--- src/hw/rtl/mmsc_pkg.sv ---
// Shared types and constants for the Manhattan minimum spanning cost block.
package mmsc_pkg;

    // Width of the reported tree cost; wider sums wrap to this width
    localparam int TOTAL_W = 25;

    // Commands from the controller to the datapath
    typedef struct packed {
        logic load_we;      // write one point into the store
        logic rd_en;        // issue one store read into the sweep pipeline
        logic first;        // first sweep: best distances and tree flags start fresh
        logic pick_clear;   // restart the nearest-point search
        logic commit;       // join the picked point and add its link to the total
        logic total_clear;  // zero the running total
    } t_dp_cmd;

    // Status from the datapath to the controller
    typedef struct packed {
        logic pipe_busy;    // sweep pipeline still holds entries
        logic pick_found;   // search has a candidate
    } t_dp_status;

endpackage

--- src/hw/rtl/mmsc_ctrl.sv ---
// Controller: point loading, sweep sequencing over the store and result strobe.
module mmsc_ctrl
    import mmsc_pkg::*;
#(
    parameter int MAX_POINTS = 256
) (
    input  logic                            i_clk,
    input  logic                            i_rst_n,
    input  logic                            i_start,
    input  logic                            i_last_point,
    input  t_dp_status                      i_status,
    output t_dp_cmd                         o_cmd,
    output logic [$clog2(MAX_POINTS)-1:0]   o_addr,
    output logic                            o_busy,
    output logic                            o_done,
    output logic [$clog2(MAX_POINTS+1)-1:0] o_points_used,
    output logic                            o_capacity_exceeded
);

    localparam int AW = $clog2(MAX_POINTS);
    localparam int CW = $clog2(MAX_POINTS + 1);

    localparam logic [2:0] ST_LOAD   = 3'd0;
    localparam logic [2:0] ST_SWEEP  = 3'd1;
    localparam logic [2:0] ST_DRAIN  = 3'd2;
    localparam logic [2:0] ST_COMMIT = 3'd3;
    localparam logic [2:0] ST_DONE   = 3'd4;

    logic [2:0]    r_state, n_state;
    logic [CW-1:0] r_count, n_count;
    logic          r_ovf, n_ovf;
    logic [AW-1:0] r_idx, n_idx;
    logic [CW-1:0] r_step, n_step;
    logic          r_first, n_first;
    logic          accept;
    logic          has_room;
    logic [CW-1:0] count_after;

    assign accept      = i_start && (r_state == ST_LOAD);
    assign has_room    = r_count < CW'(MAX_POINTS);
    assign count_after = has_room ? r_count + CW'(1) : r_count;

    // Next state and datapath commands
    always_comb begin
        n_state = r_state;
        n_count = r_count;
        n_ovf   = r_ovf;
        n_idx   = r_idx;
        n_step  = r_step;
        n_first = r_first;
        o_cmd   = '0;
        o_addr  = r_idx;
        o_cmd.first = r_first;
        unique case (r_state)
            ST_LOAD: begin
                o_addr = r_count[AW-1:0];
                if (accept) begin
                    if (has_room) begin
                        o_cmd.load_we = 1'b1;
                        n_count       = count_after;
                    end else begin
                        n_ovf = 1'b1;
                    end
                    if (i_last_point) begin
                        o_cmd.total_clear = 1'b1;
                        n_idx   = '0;
                        n_step  = CW'(1);
                        n_first = 1'b1;
                        n_state = (count_after < CW'(2)) ? ST_DONE : ST_SWEEP;
                    end
                end
            end
            ST_SWEEP: begin
                o_cmd.rd_en      = 1'b1;
                o_cmd.pick_clear = (r_idx == '0);
                if (CW'(r_idx) == r_count - CW'(1)) begin
                    n_idx   = '0;
                    n_state = ST_DRAIN;
                end else begin
                    n_idx = r_idx + AW'(1);
                end
            end
            ST_DRAIN: begin
                if (!i_status.pipe_busy) begin
                    n_state = ST_COMMIT;
                end
            end
            ST_COMMIT: begin
                o_cmd.commit = 1'b1;
                n_first      = 1'b0;
                if (r_step == r_count - CW'(1)) begin
                    n_state = ST_DONE;
                end else begin
                    n_step  = r_step + CW'(1);
                    n_state = ST_SWEEP;
                end
            end
            ST_DONE: begin
                n_count = '0;
                n_ovf   = 1'b0;
                n_state = ST_LOAD;
            end
            default: begin
                n_state = ST_LOAD;
            end
        endcase
    end

    // Control registers
    always_ff @(posedge i_clk) begin
        if (!i_rst_n) begin
            r_state <= ST_LOAD;
            r_count <= '0;
            r_ovf   <= 1'b0;
            r_idx   <= '0;
            r_step  <= '0;
            r_first <= 1'b0;
        end else begin
            r_state <= n_state;
            r_count <= n_count;
            r_ovf   <= n_ovf;
            r_idx   <= n_idx;
            r_step  <= n_step;
            r_first <= n_first;
        end
    end

    assign o_busy              = (r_state != ST_LOAD);
    assign o_done              = (r_state == ST_DONE);
    assign o_points_used       = r_count;
    assign o_capacity_exceeded = r_ovf;

    // Result strobe lasts one cycle and is followed by a return to loading
    a_done_single: assert property (@(posedge i_clk) disable iff (!i_rst_n)
        o_done |=> !o_done && !o_busy)
        else $error("result strobe longer than one cycle");

    // Fill count never passes the store depth
    a_count_bound: assert property (@(posedge i_clk) disable iff (!i_rst_n)
        r_count <= CW'(MAX_POINTS))
        else $error("point count beyond store depth");

    // Commit only after the sweep pipeline has emptied
    a_commit_drained: assert property (@(posedge i_clk) disable iff (!i_rst_n)
        o_cmd.commit |-> !i_status.pipe_busy && !o_cmd.rd_en)
        else $error("commit while sweep in flight");

endmodule

--- config.mk ---
export PLATFORM = sky130hd
export DESIGN_NAME = mmsc_ctrl
export DESIGN_NICKNAME = d
export VERILOG_FILES = /design/src/hw/rtl/mmsc_pkg.sv /design/src/hw/rtl/mmsc_ctrl.sv
export SDC_FILE = /design/constraint.sdc
export NUM_CORES = 1
export LEC_CHECK = 0
export BUFFER_PORTS_ARGS = -buffer_cell sky130_fd_sc_hd__buf_2
export CAP_MARGIN = 40
export CELL_PAD_IN_SITES_DETAIL_PLACEMENT = 1
export CELL_PAD_IN_SITES_GLOBAL_PLACEMENT = 2
export CORE_ASPECT_RATIO = 1.4
export CORE_MARGIN = 2
export CORE_UTILIZATION = 33
export DETAILED_ROUTE_END_ITERATION = 16
export GPL_ROUTABILITY_DRIVEN = 0
export HOLD_SLACK_MARGIN = 0.08
export PLACE_DENSITY_LB_ADDON = 0.1
export SLEW_MARGIN = 20
export SYNTH_ARGS = -nofsm -noshare
export SYNTH_HDL_FRONTEND = slang
export SYNTH_SLANG_ARGS = --single-unit
--- constraint.sdc ---
create_clock -name i_clk -period 3 [get_ports i_clk]
set_input_delay 0.3 -clock i_clk [delete_from_list [all_inputs] [get_ports i_clk]]
set_output_delay 0.3 -clock i_clk [all_outputs]
set_load 0.02 [all_outputs]
==> run metrics, run 1 <==
Die Width=roughly 74 um; largest family of logic cells by synthesized area=simple AND/OR/NAND/NOR gates; Post-DP HPWL=5290 um; # IOs=32; # placed instances=414; setup TNS=0 ns; Netlist cell types=53; post-synthesis simple-gate area fraction=31.0%; Buffers on Ports=30; clock tree buffer depth=2; critical path type=flip-flop to flip-flop; Post-DRT Antenna Nets=0; Synth Area in Compound Gates=18.2%; Startpoint Class=flip-flop; Post-CTS Hold Fix Bufs=0; post-synthesis sequential area ratio=27.3%; status=completed; Post-CTS Resized=0; Max-Cap Viols=0; Worst Tran Pin Value=0.563 ns; final worst slack=0.263 ns; Final Core Density=40.6%; number of DRC markers in iteration 0=93; top-area cell type share of the netlist area=27.3%; Static Leak=1.15 nW; CP required=3.22 ns; GRT overflow=0; Worst Hold Class=primary input to flip-flop; cell taking the most area after synthesis=dfxtp_1; fraction of registers with async set/reset=0%; Slew HR=62.2%; number of enable flip-flop cells after synthesis=0; Avg Cell Area, Syn=7.61 um2; Final min period=2.74 ns; vias per cell=between 5 and 6; CTS Buf Count=5; Setup Buffers After CTS=0; Worst Setup End Kind=flip-flop; Synth Warn #=0; worst clock skew=0.00818 ns; TritonCTS clock tree=built; final hold violations=0; PD cells=426 nW/um2; unrepaired setup endpoints after global routing=false; core box area=about 6600 um2; CP max FO=14; Pins Over Slew Limit=0; top cells by area, synth=dfxtp_1, nand2_1, xnor2_1, xor2_1, o21ai_0; ANT cells=0; worst hold slack=0.318 ns; Total GRT Usage=18.6%; post-synthesis mux area share=4.34%; number of global-route vias before repair=2130; clock sink count=31; Setup violations, final=0; WL/cell=16.2 um; Synth Flop Type=dfxtp_1; Post-Syn Area=2280 um2; htree depth=2; layout cells sized above 1=a little over a fifth; Post-Layout Cell Count=422; maximum vdd ir drop=approximately 190 uV; row cnt=35; fmax=365 MHz; Die Y=102 um; largest net degree at the start of global routing=22; first-pass iteration count of the detailed router=4; CP arrival=2.96 ns; Post-Synthesis Cells=299; Initial Util=34.4%; final WL=about 6800 um; global-route wire length before repair=between 10000 and 15000 um; Mapped Nets=310; DRC=0; initial antenna violation count=0; Worst-Skew Late Latency=0.29 ns; Synth Area in Adders=2.75%; share of the clock period used by the worst path=91.2%; Total Nets Final=340; die area=approximately 7600 um2; post-synthesis xor/xnor area fraction=9.62%; Area Overhead vs Synth=18.0%; Post-Place Setup Slack=~0.32 ns; Vias=2247; Clock transition at path regs=0.07 ns; number of synthesized register bits=31; root buffer cell=clkbuf_8
[report_power, final]
group	internal, mW	switching (mW)
sequential	0.421	0.0119
clock	0.269	0.172
combinational	0.111	0.160
total	0.801	0.344
[cell usage after synthesis, types with 2 or more instances]
library cell	count
nand2_1	35
dfxtp_1	31
clkbuf_1	20
nor2_1	20
o21ai_0	16
xnor2_1	15
nand3_1	13
nor3_1	11
a21oi_1	10
inv_1	10
xor2_1	10
and2_1	7
mux2_2	7
nor2b_1	6
ha_1	5
o211ai_1	5
o31ai_1	5
or4_1	5
a31oi_1	4
and3_1	4
nand4_1	4
nor4_1	4
and3b_1	3
nand2b_1	3
nor3b_1	3
o2111ai_1	3
o211a_1	3
o21a_1	3
or3_1	3
a211oi_1	2
a32oi_1	2
buf_6	2
mux2i_1	2
nand3b_1	2
nor4b_1	2
o22ai_1	2
[cell families (layout without fill, tap and decap cells)]
family,count (synthesis),after routing
AOI/OAI and AO/OA,62,62
xor gates and xnor gates,25,25
adders and majority gates,5,5
buffers and inverters,36,67
DFF,31,31
muxes,9,9
and+or+nand+nor,131,131
[metrics by stage]
step,power (mW),area (um2)
finish,1.14,2690
floorplan,0.625,2280
detailed placement,0.717,2570
global route,1.20,2690
global placement,0.712,2570
CTS,1.16,2690
[registers in the layout, summed over array words and instances (netlist names)]
signal               count
r_state                  3
r_step                   9
r_first                  1
o_capacity_exceeded      1
r_idx                    8
o_points_used            9
[metal layers]
| metal | track usage [%] | share of wire, % |
|---|---|---|
| met1 | 22.2 | 44 |
| met3 | 2.76 | 2.2 |
| met5 | 0 | 0 |
| met4 | 7.97 | 2.5 |
| met2 | 32.7 | 52 |
[worst paths after layout]
path	from	end	slack (ns)	cells past startpoint
max	o_points_used[1]$_SDFFE_PN0P_	r_step[8]$_SDFFE_PN0P_	0.26	9
min	i_start	o_capacity_exceeded$_SDFFE_PN0P_	0.32	3
max reg2reg	o_points_used[1]$_SDFFE_PN0P_	r_step[8]$_SDFFE_PN0P_	0.26	9
min reg2reg	o_capacity_exceeded$_SDFFE_PN0P_	o_capacity_exceeded$_SDFFE_PN0P_	0.50	2
[final cells by class]
type | instances | area [um2]
clock buffers | 6 | 82.6
clock inverters | 2 | 35.0
fillers | 822 | 3930
inverters | 11 | 41.3
multi-input cells | 232 | 1510
flip-flops and latches | 31 | 621
well taps | 92 | 115
repair buffers | 48 | 285
[critical path, cell delays in order (launching register included)]
cell and delay, ns:
dfxtp_1 0.31, inv_1 0.08, ha_1 0.20, nor4b_2 0.48
nand2_1 0.17, xor2_1 0.18, o2111ai_1 0.31, o21ai_2 0.23
or4_1 0.55, a21oi_1 0.16
[placed cells by master (no fill, tap or decap), types with 3 or more instances in the layout]
cell       netlist  layout
buf_4            1      18
nand2_1         35      35
o211a_1          3       3
mux2_2           7       7
nand2b_1         3       3
nor2b_1          6       6
nor3_1          11      10
o21ai_0         16      16
a31oi_1          4       4
and3_1           4       4
or3_1            3       3
or4_1            5       5
nand3_1         13      13
and2_1           7       7
nor4_1           4       4
nor2_1          20      20
a21oi_1         10      10
dfxtp_1         31      31
nor3b_1          3       3
o2111ai_1        3       3
xor2_1          10      10
and3b_1          3       3
ha_1             5       5
buf_2            1      30
inv_1           10      10
nand4_1          4       4
o211ai_1         5       5
xnor2_1         15      15
o21a_1           3       3
o31ai_1          5       5
clkbuf_8         0       6
Power figures use the tool's default switching activity.
==> run 2: changes to the inputs <==
--- a/config.mk
+++ b/config.mk
@@ -12,5 +12,6 @@
 export CORE_ASPECT_RATIO = 1.4
 export CORE_MARGIN = 2
-export CORE_UTILIZATION = 33
+export CORE_UTILIZATION = 30
+export CTS_BUF_LIST = sky130_fd_sc_hd__clkbuf_16
 export DETAILED_ROUTE_END_ITERATION = 16
 export GPL_ROUTABILITY_DRIVEN = 0
==> constraint.sdc (replaced) <==
create_clock -name i_clk -period 2.4 [get_ports i_clk]
set_input_delay 0.48 -clock i_clk [delete_from_list [all_inputs] [get_ports i_clk]]
set_output_delay 0.48 -clock i_clk [all_outputs]
set_load 0.02 [all_outputs]
==> run 2 against run 1 <==
Against the previous run: critical path depth unchanged; final area grew 14%; first-iteration DRC count down 51%; largest cell class unchanged; highest routed layer unchanged.
==> run metrics, run 2 (synthesis gave the netlist of run 1 again) <==
most common cell after layout, fill and taps aside=buf_4; number of global-route vias before repair=2361 (+11%); Initial Util=30.9% (-3.5 points); final WL=7520 um (+10%); crit-path leading delay family=simple AND/OR/NAND/NOR gates; Die Y=107 um (+4.7%); Worst Hold Class=flip-flop to flip-flop; CTS Buf Count=5 (unchanged); critical path type=flip-flop to flip-flop; core box area=7360 um2 (+11%); number of DRC markers in iteration 0=46 (-51%); # placed instances=438 (+5.8%); Final Core Density=41.6% (+0.99 points); most frequent cells in the layout=buf_4, nand2_1, buf_2; Static Leak=1.31 nW (+14%); status=completed; Total GRT Usage=18.7% (+0.10 points); multi-input gate area in the final layout=1650 um2 (+9.7%); Area Overhead vs Synth=34.5%; post-route cell area=3060 um2 (+14%); worst clock skew=0.00829 ns (+0.000106 ns); WL/cell=16.7 um (+3.5%); vias per cell=5.24 (-1.6%); Buffers on Ports=30 (unchanged); final hold violations=0 (unchanged); Post-DRT Antenna Nets=0 (unchanged); Pins Over Slew Limit=0 (unchanged); first-pass iteration count of the detailed router=4 (unchanged); share of the clock period used by the worst path=99.3% (+8.1 points); htree depth=2 (unchanged); Worst-Skew Late Latency=0.28 ns (about the same); CP required=2.63 ns (-0.59 ns); CP max stage delay=0.39 ns (-0.16 ns); clock tree buffer depth=2 (unchanged); Post-Layout Cell Count=449 (+6.4%); Area after DPL=2740 um2 (+6.7%); setup TNS=0 ns (unchanged); Post-DP HPWL=5680 um (+7.4%); Vias=2352 (+4.7%); row cnt=37 (+5.7%); PD cells=555 nW/um2 (+30%); Total Nets Final=362 (+6.5%); Die Width=77.6 um (+4.6%); Clock transition at path regs=0.06 ns (about the same); final worst slack=0.0165 ns (-0.247 ns); # IOs=32 (unchanged); CP Cell Sequence=buf_6 -> or3_4 -> or3_4 -> a32oi_2 -> o2111ai_2 -> o21ai_4 -> buf_6 -> mux2i_1 -> and2_1; overall power consumption=1.70 mW (+48%); Worst Tran Pin Value=0.429 ns (-0.134 ns); ANT cells=0 (unchanged); layout cells sized above 1=32.1% (+11 points); worst hold slack=0.486 ns (+0.168 ns); global-route wire length before repair=12200 um (+14%); maximum vdd ir drop=236 uV (+22%); initial antenna violation count=0 (unchanged); Max-Cap Viols=0 (unchanged); register area=626 um2 (+0.81%); die area=8310 um2 (+9.5%); largest net degree at the start of global routing=22 (unchanged); Slew HR=71.4% (+9.2 points); CP arrival=2.61 ns (-0.35 ns); clock sink count=31 (unchanged); Final min period=2.38 ns (-0.353 ns); Setup violations, final=0 (unchanged); DRC=0 (unchanged); Fillers=899 (+9.4%); fmax=420 MHz (+15%); CP max stage cell=or3_4; Post-CTS Hold Fix Bufs=0 (unchanged); Startpoint Class=flip-flop; Post-Place Setup Slack=-0.142 ns (-0.466 ns); GRT overflow=0 (unchanged); TritonCTS clock tree=built; root buffer cell=clkbuf_16; unrepaired setup endpoints after global routing=true; CP max FO=7 (-7); Worst Setup End Kind=flip-flop; Buf/Inv on CP=2 (+1)
run 2: changes by cell type in the layout (fill, tap and decap cells not counted), sizes merged:
cell	delta
clkinv	+1
buf	+22
clkbuf	-1
run 2: final cells by class:
type	instances	area share [%]
multi-input cells	232	53.9
well taps	97	3.96
flip-flops and latches	31	20.4
clock buffers	5	4.09
inverters	11	1.35
repair buffers	70	15.0
clock inverters	3	1.27
run 2: what timing repair did:
action | in CTS | in global routing
setup buffers | 0 | 4
resized for setup | 12 | 18
pin swaps | 1 | 11
cloned | 0 | 0
setup endpoints to repair | 9 | 18
run 2: metal layers:
layer,up-vias,track usage [%],wire [um]
met5,-,0,0
met4,0,6.76,131
met3,8,2.36,137
met2,23,35.3,4140
met1,1150,21.2,3110
li1,1171,-,-
run 2: final timing paths:
check,slack (ns),cells past startpoint,from,endpoint
setup / recovery,0.02,9,o_points_used[0]$_SDFFE_PN0P_,r_step[0]$_SDFFE_PN0P_
hold / removal,0.49,2,o_capacity_exceeded$_SDFFE_PN0P_,o_capacity_exceeded$_SDFFE_PN0P_
setup reg to reg,0.02,9,o_points_used[0]$_SDFFE_PN0P_,r_step[0]$_SDFFE_PN0P_
hold reg to reg,0.49,2,o_capacity_exceeded$_SDFFE_PN0P_,o_capacity_exceeded$_SDFFE_PN0P_
run 2: worst min-delay path, cell delays in order (launching register included):
cell and delay [ns]:
dfxtp_1 0.32, a31oi_1 0.04, nor2_1 0.09
run 2: power breakdown:
part | leakage (nW) | internal [mW] | switching, mW | total, mW
Clock | 0.0812 | 0.484 | 0.242 | 0.726
Sequential | 0.252 | 0.527 | 0.0139 | 0.541
Combinational | 0.980 | 0.201 | 0.231 | 0.432
Total | 1.31 | 1.21 | 0.487 | 1.70
